**config.mk**
```make
export PLATFORM = sky130hd
export DESIGN_NAME = ohmmeter_readout
export DESIGN_NICKNAME = d
export VERILOG_FILES = /design/src/hdl/ohmr_pkg.sv /design/src/hdl/ohmmeter_readout.sv /design/src/hdl/ohmr_prod.sv /design/src/hdl/ohmr_div_cell.sv /design/src/hdl/ohmr_format.sv
export SDC_FILE = /design/constraint.sdc
export NUM_CORES = 2
export LEC_CHECK = 0
export ABC_AREA = 1
export BUFFER_PORTS_ARGS = -buffer_cell sky130_fd_sc_hd__clkbuf_2
export CAP_MARGIN = 20
export CORE_MARGIN = 8
export CORE_UTILIZATION = 41
export CTS_BUF_LIST = sky130_fd_sc_hd__clkbuf_8 sky130_fd_sc_hd__clkbuf_16
export DETAILED_ROUTE_END_ITERATION = 8
export SYNTH_ARGS = -nofsm -noshare
export SYNTH_HDL_FRONTEND = slang
export SYNTH_SLANG_ARGS = --single-unit
```
**constraint.sdc**
```tcl
create_clock -name clk -period 12.7 [get_ports clk]
set_input_delay 0.635 -clock clk [delete_from_list [all_inputs] [get_ports clk]]
set_output_delay 0.635 -clock clk [all_outputs]
set_load 0.03 [all_outputs]
```
**src/hdl/ohmr_pkg.sv**
```systemverilog
package ohmr_pkg;

    // Widths fixed by the result fields and by the largest reference resistor.
    localparam int RES_W  = 27;
    localparam int RREF_W = 17;
    localparam int QLOW_W = 17;
    localparam int ADDR_W = 3;
    localparam int DATA_W = 32;

    // Register index, taken from the word-address bit of paddr.
    localparam logic REG_REF_SELECT = 1'b0;

    typedef enum logic [1:0] {
        REF_DEFAULT = 2'd0,
        REF_1K      = 2'd1,
        REF_10K     = 2'd2,
        REF_100K    = 2'd3
    } ref_sel_t;

    localparam logic [RREF_W-1:0] RREF_1K_OHM   = 17'd1000;
    localparam logic [RREF_W-1:0] RREF_10K_OHM  = 17'd10000;
    localparam logic [RREF_W-1:0] RREF_100K_OHM = 17'd100000;

    localparam logic [QLOW_W-1:0] LIMIT_OVF    = 17'd100000;
    localparam logic [QLOW_W-1:0] LIMIT_POINT  = 17'd10000;
    localparam logic [QLOW_W-1:0] LIMIT_RANGE7 = 17'd70000;
    localparam logic [QLOW_W-1:0] LIMIT_LOW    = 17'd50;

    // Reciprocal multipliers: x / 1000 and x / 100 both as (x * M) >> 27,
    // exact for the value ranges that reach them. x / 10 as (x * 205) >> 11.
    localparam int                RECIP_W       = 21;
    localparam int                RECIP_SHIFT   = 27;
    localparam logic [RECIP_W-1:0] RECIP_DIV1000 = 21'd134218;
    localparam logic [RECIP_W-1:0] RECIP_DIV100  = 21'd1342208;
    localparam int                DIV10_W       = 15;
    localparam int                DIV10_SHIFT   = 11;
    localparam logic [7:0]        RECIP_DIV10   = 8'd205;

    localparam logic [6:0] SEG_DASH   = 7'h3F;
    localparam logic [7:0] UNITS_DASH = 8'hBF;
    localparam logic [2:0] RANGE_MAX  = 3'd7;

    // Active-low gfedcba pattern of one decimal digit.
    function automatic logic [6:0] seg7(input logic [3:0] digit);
        logic [6:0] pattern;
        unique case (digit)
            4'd0:    pattern = 7'h40;
            4'd1:    pattern = 7'h79;
            4'd2:    pattern = 7'h24;
            4'd3:    pattern = 7'h30;
            4'd4:    pattern = 7'h19;
            4'd5:    pattern = 7'h12;
            4'd6:    pattern = 7'h02;
            4'd7:    pattern = 7'h78;
            4'd8:    pattern = 7'h00;
            4'd9:    pattern = 7'h10;
            default: pattern = 7'h7F;
        endcase
        return pattern;
    endfunction

endpackage

```
**src/hdl/ohmmeter_readout.sv**
```systemverilog
// Stages from an accepted sample to its result item: one product stage, one
//   divider cell per quotient bit (ADC_BITS + 17 cells), and two display stages.
// Throughput: one item per cycle while no result stall backs up the chain;
//   every stage holds its own item.
// Reset (rst_n low, asynchronous) empties all stages and sets reference
//   select to 1 (1 kOhm reference).
module ohmmeter_readout
    import ohmr_pkg::*;
#(
    parameter int ADC_BITS = 10
) (
    input  logic                clk,
    input  logic                rst_n,
    // Configuration port.
    input  logic                psel,
    input  logic                penable,
    input  logic                pwrite,
    input  logic [ADDR_W-1:0]   paddr,
    input  logic [DATA_W-1:0]   pwdata,
    output logic [DATA_W-1:0]   prdata,
    output logic                pready,
    // Sample channel.
    input  logic                sample_valid,
    output logic                sample_stall,
    input  logic [ADC_BITS-1:0] adc_steps,
    // Result channel.
    output logic                result_valid,
    input  logic                result_stall,
    output logic [RES_W-1:0]    resistance_ohm,
    output logic [6:0]          tens_segments,
    output logic [7:0]          units_segments,
    output logic [2:0]          range_code,
    output logic                low_resistance
);

    localparam int NUM_W = ADC_BITS + RREF_W;
    localparam int DEN_W = ADC_BITS + 1;

    // The single configuration register selects the reference resistor.
    // Code 0 behaves as the 1 kOhm setting.
    ref_sel_t ref_sel_reg;
    logic     cfg_write;

    assign pready    = 1'b1;
    assign cfg_write = psel && penable && pwrite && (paddr[2] == REG_REF_SELECT);
    assign prdata    = DATA_W'(ref_sel_reg);

    always_ff @(posedge clk or negedge rst_n)
    begin
        if (!rst_n)
        begin
            ref_sel_reg <= REF_1K;
        end
        else if (cfg_write)
        begin
            ref_sel_reg <= ref_sel_t'(pwdata[1:0]);
        end
    end

    // Every stage carries its own valid bit and moves when the next stage
    // can take its item, so bubbles collapse and a stalled result does not
    // block the stages behind it until the whole chain is full.
    logic             prod_ready;

    // Boundary signals of the divider chain: index k is the input of cell k.
    logic             c_valid [0:NUM_W];
    logic             c_ready [0:NUM_W];
    logic [NUM_W-1:0] c_num   [0:NUM_W];
    logic [NUM_W-1:0] c_quo   [0:NUM_W];
    logic [DEN_W-1:0] c_rem   [0:NUM_W];
    logic [DEN_W-1:0] c_den   [0:NUM_W];

    assign sample_stall = !prod_ready;

    // The product stage multiplies the sample by the reference resistance
    // and forms the divider 2^ADC_BITS - steps, which is never zero.
    ohmr_prod #(
        .ADC_BITS   (ADC_BITS)
    ) u_prod (
        .clk        (clk),
        .rst_n      (rst_n),
        .up_valid   (sample_valid),
        .up_ready   (prod_ready),
        .steps      (adc_steps),
        .ref_sel    (ref_sel_reg),
        .down_valid (c_valid[0]),
        .down_ready (c_ready[0]),
        .num        (c_num[0]),
        .den        (c_den[0])
    );

    assign c_quo[0] = '0;
    assign c_rem[0] = '0;

    // Restoring division, one quotient bit per cell, most significant first.
    // After the last cell the quotient register holds floor(num / den).
    for (genvar k = 0; k < NUM_W; k++)
    begin : g_cell
        ohmr_div_cell #(
            .ADC_BITS   (ADC_BITS)
        ) u_cell (
            .clk        (clk),
            .rst_n      (rst_n),
            .up_valid   (c_valid[k]),
            .up_ready   (c_ready[k]),
            .num_in     (c_num[k]),
            .quo_in     (c_quo[k]),
            .rem_in     (c_rem[k]),
            .den_in     (c_den[k]),
            .down_valid (c_valid[k+1]),
            .down_ready (c_ready[k+1]),
            .num_out    (c_num[k+1]),
            .quo_out    (c_quo[k+1]),
            .rem_out    (c_rem[k+1]),
            .den_out    (c_den[k+1])
        );
    end

    // All display decisions work from the integer quotient: comparing it
    // with 100000, 10000, 70000 and 50 is the same as comparing the exact
    // ratio, and the shown figures are floor(q/100) or floor(q/1000).
    ohmr_format #(
        .ADC_BITS       (ADC_BITS)
    ) u_format (
        .clk            (clk),
        .rst_n          (rst_n),
        .up_valid       (c_valid[NUM_W]),
        .up_ready       (c_ready[NUM_W]),
        .quo            (c_quo[NUM_W]),
        .down_valid     (result_valid),
        .down_ready     (!result_stall),
        .resistance_ohm (resistance_ohm),
        .tens_segments  (tens_segments),
        .units_segments (units_segments),
        .range_code     (range_code),
        .low_resistance (low_resistance)
    );

`ifndef ASSERT_OFF
    a_stall_only_when_full: assert property (@(posedge clk) disable iff (!rst_n)
        sample_stall |-> (result_valid && result_stall))
        else $error("sample stalled while the result side is free");

    a_low_is_small: assert property (@(posedge clk) disable iff (!rst_n)
        (result_valid && low_resistance) |->
            (range_code == 3'd0 && !units_segments[7] && resistance_ohm < RES_W'(50)))
        else $error("low resistance flag disagrees with range or point");

    a_dash_pair: assert property (@(posedge clk) disable iff (!rst_n)
        (result_valid && tens_segments == SEG_DASH) |->
            (units_segments == UNITS_DASH && range_code == RANGE_MAX))
        else $error("overflow display incomplete");
`endif

endmodule

```
**src/hdl/ohmr_prod.sv**
```systemverilog
module ohmr_prod
    import ohmr_pkg::*;
#(
    parameter int ADC_BITS = 10
) (
    input  logic                         clk,
    input  logic                         rst_n,
    input  logic                         up_valid,
    output logic                         up_ready,
    input  logic [ADC_BITS-1:0]          steps,
    input  ref_sel_t                     ref_sel,
    output logic                         down_valid,
    input  logic                         down_ready,
    output logic [ADC_BITS+RREF_W-1:0]   num,
    output logic [ADC_BITS:0]            den
);

    localparam int NUM_W = ADC_BITS + RREF_W;
    localparam int DEN_W = ADC_BITS + 1;
    localparam logic [DEN_W-1:0] FULL = DEN_W'(1) << ADC_BITS;

    logic [RREF_W-1:0] rref;
    logic              load;
    logic              valid_reg;
    logic [NUM_W-1:0]  num_reg, num_next;
    logic [DEN_W-1:0]  den_reg, den_next;

    always_comb
    begin
        unique case (ref_sel)
            REF_10K:  rref = RREF_10K_OHM;
            REF_100K: rref = RREF_100K_OHM;
            default:  rref = RREF_1K_OHM;
        endcase
    end

    assign num_next = NUM_W'(steps) * NUM_W'(rref);
    assign den_next = FULL - {1'b0, steps};

    assign up_ready = !valid_reg || down_ready;
    assign load     = up_valid && up_ready;

    always_ff @(posedge clk or negedge rst_n)
    begin
        if (!rst_n)
        begin
            valid_reg <= 1'b0;
        end
        else if (up_ready)
        begin
            valid_reg <= up_valid;
        end
    end

    always_ff @(posedge clk)
    begin
        if (load)
        begin
            num_reg <= num_next;
            den_reg <= den_next;
        end
    end

    assign down_valid = valid_reg;
    assign num        = num_reg;
    assign den        = den_reg;

endmodule

```
**src/hdl/ohmr_div_cell.sv**
```systemverilog
module ohmr_div_cell
    import ohmr_pkg::*;
#(
    parameter int ADC_BITS = 10
) (
    input  logic                         clk,
    input  logic                         rst_n,
    input  logic                         up_valid,
    output logic                         up_ready,
    input  logic [ADC_BITS+RREF_W-1:0]   num_in,
    input  logic [ADC_BITS+RREF_W-1:0]   quo_in,
    input  logic [ADC_BITS:0]            rem_in,
    input  logic [ADC_BITS:0]            den_in,
    output logic                         down_valid,
    input  logic                         down_ready,
    output logic [ADC_BITS+RREF_W-1:0]   num_out,
    output logic [ADC_BITS+RREF_W-1:0]   quo_out,
    output logic [ADC_BITS:0]            rem_out,
    output logic [ADC_BITS:0]            den_out
);

    localparam int NUM_W = ADC_BITS + RREF_W;
    localparam int DEN_W = ADC_BITS + 1;

    logic [DEN_W:0]   trial, diff;
    logic             qbit;
    logic             load;
    logic             valid_reg;
    logic [NUM_W-1:0] num_reg, num_next;
    logic [NUM_W-1:0] quo_reg, quo_next;
    logic [DEN_W-1:0] rem_reg, rem_next;
    logic [DEN_W-1:0] den_reg;

    // One restoring step: bring down the next numerator bit and subtract
    // the divisor when it fits.
    always_comb
    begin
        trial    = {rem_in, num_in[NUM_W-1]};
        diff     = trial - {1'b0, den_in};
        qbit     = (trial >= {1'b0, den_in});
        rem_next = qbit ? diff[DEN_W-1:0] : trial[DEN_W-1:0];
        num_next = {num_in[NUM_W-2:0], 1'b0};
        quo_next = {quo_in[NUM_W-2:0], qbit};
    end

    assign up_ready = !valid_reg || down_ready;
    assign load     = up_valid && up_ready;

    always_ff @(posedge clk or negedge rst_n)
    begin
        if (!rst_n)
        begin
            valid_reg <= 1'b0;
        end
        else if (up_ready)
        begin
            valid_reg <= up_valid;
        end
    end

    always_ff @(posedge clk)
    begin
        if (load)
        begin
            num_reg <= num_next;
            quo_reg <= quo_next;
            rem_reg <= rem_next;
            den_reg <= den_in;
        end
    end

    assign down_valid = valid_reg;
    assign num_out    = num_reg;
    assign quo_out    = quo_reg;
    assign rem_out    = rem_reg;
    assign den_out    = den_reg;

`ifndef ASSERT_OFF
    a_rem_below_den: assert property (@(posedge clk) disable iff (!rst_n)
        valid_reg |-> (rem_reg < den_reg))
        else $error("partial remainder not below divisor");
`endif

endmodule

```
**src/hdl/ohmr_format.sv**
```systemverilog
module ohmr_format
    import ohmr_pkg::*;
#(
    parameter int ADC_BITS = 10
) (
    input  logic                         clk,
    input  logic                         rst_n,
    input  logic                         up_valid,
    output logic                         up_ready,
    input  logic [ADC_BITS+RREF_W-1:0]   quo,
    output logic                         down_valid,
    input  logic                         down_ready,
    output logic [RES_W-1:0]             resistance_ohm,
    output logic [6:0]                   tens_segments,
    output logic [7:0]                   units_segments,
    output logic [2:0]                   range_code,
    output logic                         low_resistance
);

    localparam int NUM_W  = ADC_BITS + RREF_W;
    localparam int PROD_W = QLOW_W + RECIP_W;

    typedef struct packed {
        logic ovf;
        logic point;
        logic low;
        logic ge70k;
    } disp_flags_t;

    // Stage A: range flags and the two-figure number.
    disp_flags_t        flags_next, flags_reg;
    logic [QLOW_W-1:0]  q_low;
    logic [RECIP_W-1:0] recip;
    logic [PROD_W-1:0]  prod;
    logic [6:0]         n_next, n_reg;
    logic [RES_W-1:0]   res_a_reg;
    logic               va_reg, ready_a, load_a;

    // Stage B: digits and segment patterns.
    logic [DIV10_W-1:0] tens_prod;
    logic [3:0]         tens_d, units_d;
    logic [6:0]         units_full;
    logic [6:0]         tens_next;
    logic [7:0]         units_next;
    logic [2:0]         range_next;
    logic [RES_W-1:0]   res_b_reg;
    logic [6:0]         tens_reg;
    logic [7:0]         units_reg;
    logic [2:0]         range_reg;
    logic               low_reg;
    logic               vb_reg, ready_b, load_b;

    always_comb
    begin
        flags_next.ovf   = (quo >= NUM_W'(LIMIT_OVF));
        flags_next.point = (quo <  NUM_W'(LIMIT_POINT));
        flags_next.low   = (quo <  NUM_W'(LIMIT_LOW));
        flags_next.ge70k = (quo >= NUM_W'(LIMIT_RANGE7));
        q_low  = flags_next.ovf ? '0 : quo[QLOW_W-1:0];
        recip  = flags_next.point ? RECIP_DIV100 : RECIP_DIV1000;
        prod   = PROD_W'(q_low) * PROD_W'(recip);
        n_next = 7'(prod >> RECIP_SHIFT);
    end

    assign ready_b  = !vb_reg || down_ready;
    assign ready_a  = !va_reg || ready_b;
    assign load_a   = up_valid && ready_a;
    assign load_b   = va_reg && ready_b;
    assign up_ready = ready_a;

    always_comb
    begin
        tens_prod  = DIV10_W'(n_reg) * DIV10_W'(RECIP_DIV10);
        tens_d     = 4'(tens_prod >> DIV10_SHIFT);
        units_full = n_reg - 7'(tens_d) * 7'd10;
        units_d    = units_full[3:0];
        tens_next  = flags_reg.ovf ? SEG_DASH : seg7(tens_d);
        units_next = flags_reg.ovf ? UNITS_DASH : {!flags_reg.point, seg7(units_d)};
        if (flags_reg.ge70k)
        begin
            range_next = RANGE_MAX;
        end
        else if (flags_reg.point)
        begin
            range_next = 3'd0;
        end
        else
        begin
            range_next = 3'(tens_d);
        end
    end

    always_ff @(posedge clk or negedge rst_n)
    begin
        if (!rst_n)
        begin
            va_reg <= 1'b0;
            vb_reg <= 1'b0;
        end
        else
        begin
            if (ready_a)
            begin
                va_reg <= up_valid;
            end
            if (ready_b)
            begin
                vb_reg <= va_reg;
            end
        end
    end

    always_ff @(posedge clk)
    begin
        if (load_a)
        begin
            flags_reg <= flags_next;
            n_reg     <= n_next;
            res_a_reg <= RES_W'(quo);
        end
        if (load_b)
        begin
            res_b_reg <= res_a_reg;
            tens_reg  <= tens_next;
            units_reg <= units_next;
            range_reg <= range_next;
            low_reg   <= flags_reg.low;
        end
    end

    assign down_valid     = vb_reg;
    assign resistance_ohm = res_b_reg;
    assign tens_segments  = tens_reg;
    assign units_segments = units_reg;
    assign range_code     = range_reg;
    assign low_resistance = low_reg;

endmodule
```
==> reports/results.tsv <==
metric	value	unit
cts.repair_timing.setup_buffer_count	0	
num-fill-cells	14600	
routed_wirelength	112000	um
top_level_ports	133	
critPathKind	flip-flop to flip-flop	
clkLatencyLatePin	0.76	ns
ctsRootBufferMaster	clkbuf_16	
final.setup.worst_slack	4.91	ns
congestion_overflow_gr	0	
cellInternalPower	0.0115	W
cts_buffer_depth	3	
hpwl	86600	um
grt_first_pass_wirelength	186000	um
maxSlewHeadroom	28.0	%
outcome	complete, no violations	
antenna_nets_post_route	0	
cts_tree	built	
drive_gt1_share	6.73	%
signal_arrival_time_at_the_worst_endpoint	8.30	ns
place_ws	4.90	ns
crit-reg2reg-launch	g_cell[26].u_cell.quo_out[26]	
synth.yosys.warnings	0	
finalWorstPathRequiredPeriod	7.79	ns
grt_setup_unrepaired	no	
final-max-slew-violation-count	0	
first_pass_iters	4	
irDropWorstVdd	0.249	mV
share_comb_of_total_power	36.9	%
synth_flop_cell	edfxtp_1	
regToRegSetupSlack	4.91	ns
post_synth_inst_count	5288	
critical-path-top-cell-by-count	fa_1	
p_switching	0.00609	W
effective_utilization_at_floorplan	41.2	%
maximum_number_of_pins_on_one_net_before_global_route_repair	49	
pwr_density_cell	232	nW/um2
stdcell_area	75700	um2
htreeDepth	4	
drc	0	
layout.cells.most_common	edfxtp_1	
p_seq_share	40.5	%
core_area	165000	um2
actual_slew_at_the_worst_max_slew_pin	1.07	ns
grt_antenna_before_repair	1	
grt.total_usage	12.5	%
setup_viol	0	
synth_seq_cells	1377	
num_rows	149	
min_period_over_period	61.4	%
multi_input_area	23100	um2
grt_pass1_vias	38600	
tritoncts.num_buffers	143	
avgRoutedWirePerCell	14.3	um
worst_path_max_delay_cell	nor2_1	
area.growth.synth_to_final	11.5	%
place.gp.congestion	0.863	
synth_async_sr_flop_share	2.32	%
startpoint	g_cell[26].u_cell.quo_out[26]	
maximum_net_fanout_on_the_critical_path	20	
critical_path_buf_inv_count	6	
netlist-cell-type-count	57	
number_of_vias_in_the_routed_layout	36800	
port_bufs	69	
die_area	179000	um2
finish.cell_count_without_fillers	7809	
die_height	423	um
crit_path_end_kind	flip-flop	
critical_path.max_stage_delay	0.70	ns
tritoncts_num_sinks	1377	
highest_count_cells_in_the_layout_ignoring_fill_and_taps	1,345 x edfxtp_1, 949 x inv_1, 553 x ha_1	
worst_setup_hold_path_clk_slew	0.06	ns
postPlaceCellArea	71200	um2
min-delay-path-class	primary input to flip-flop	
switching_share_of_total_power	34.7	%
nets	6357	
syn_area_per_cell	12.8	um2
max_freq	128	MHz
flip_flop_count_of_the_largest_register_after_layout	378	
critical_path.endpoint	u_format.n_reg[3]	
vias_per_cell	4.71	
clock_power_share	22.6	%
fin_worst_skew	0.0421	ns
yosysSeqAreaShare	60.7	%
path_depth	25	
rr_endpoint	u_format.n_reg[3]	
dieWidth	423	um
area.sequential	41200	um2
tns	0	ns
netlist_area	67900	um2
cp-start-kind	flip-flop	
number_of_synthesized_flops_with_an_enable_pin	1345	
numPlacedInstances	7556	
worst_path_required	13.21	ns
reg2reg_depth	25	
crit_path_leading_delay_family	adder cells	
hold_viol	0	
p_leak	32.2	nW
drv_cap	0	
drt-initial-drc-count	1690	
==> area by class of cell <==
cell class                 instances  area share (%)
timing repair buffer             119           0.955
sequential                      1377            54.4
antenna                            1         0.00331
clock inverter                   106            1.08
inverter                         923            4.58
multi-input combinational       2949            30.6
clock buffer                     145            4.79
tap                             2189            3.62
==> cell families after synthesis <==
kind of cell    count (synthesis)  synth area share (%)
compound gates                706                  5.82
xor+xnor                      262                  3.39
fa+ha+maj                     792                  17.2
buf+inv                      1015                  5.81
flops                        1377                  60.7
mux                             9                 0.149
other cells                     2                0.0111
simple gates                 1125                  6.90
==> power groups by stage <==
stage                     Sequential [W]  Clock, W  Combinational, W
final                            0.00711   0.00397           0.00647
after detailed placement         0.00722         0           0.00650
after CTS                        0.00713   0.00410           0.00656
after floorplan                  0.00710         0           0.00510
after global placement           0.00718         0           0.00632
after global routing             0.00723   0.00427           0.00749
==> cell usage after synthesis, types with 7 or more instances <==
master    count  area [um2]
o21ai_0     132         661
a31oi_1      13        81.3
o21bai_1     43         323
nand4_1      34         213
a211oi_1     23         173
nand3_1      58         290
o311ai_1      8        70.1
mux2_2        9         101
buf_4        31         233
a211o_1       9        78.8
nor3_1       29         145
edfxtp_1   1345       40400
buf_2        14        70.1
nand2_1     421        1580
a21oi_1     423        2120
nor4_1        9        56.3
clkbuf_1     46         173
fa_1        239        4780
o41ai_1       8        70.1
xor2_1      184        1610
nor2_4        7        78.8
xnor2_1      77         674
inv_1       922        3460
ha_1        553        6920
a21o_1        7        52.6
o211ai_1     10        75.1
nor2_1      537        2020
dfrtp_1      31         776
==> worst min-delay path by stage <==
stage / start / endpoint / slack, ns / cells after the start
2_1_floorplan: rst_n / g_cell[0].u_cell.down_valid / 0.34 / 0
3_3_place_gp: g_cell[1].u_cell.num_out[20] / g_cell[2].u_cell.num_out[21] / 0.40 / 0
3_5_place_dp: g_cell[9].u_cell.num_out[25] / g_cell[10].u_cell.num_out[26] / 0.40 / 0
4_1_cts: pwdata[0] / ref_sel_reg[0] / 0.07 / 2
5_1_grt: pwdata[0] / ref_sel_reg[0] / 0.12 / 2
6_report: pwdata[0] / ref_sel_reg[0] / 0.15 / 2
==> metal layers <==
| metal | vias to the layer above | routed length [um] | GRT usage (%) |
|---|---|---|---|
| met4 | 0 | 5020 | 6.10 |
| li1 | 18400 | - | - |
| met2 | 517 | 60200 | 24.2 |
| met5 | - | 0 | 0 |
| met1 | 17500 | 42600 | 13.1 |
| met3 | 288 | 3710 | 2.10 |
==> metrics by stage <==
step,power [W],util (%),hold WS (ns)
finish,0.0176,46.0,0.149
global route,0.0190,46.0,0.116
CTS,0.0178,46.0,0.0747
detailed placement,0.0137,43.3,0.405
global placement,0.0135,43.3,0.400
floorplan,0.0122,-,0.339
==> what timing repair did <==
item	CTS	global route
setup endpoints to repair	0	0
hold buffers	1	0
endpoints found under the hold margin	31	0
resized for setup	0	0
Note: power is estimated with default switching activity, not from simulation.
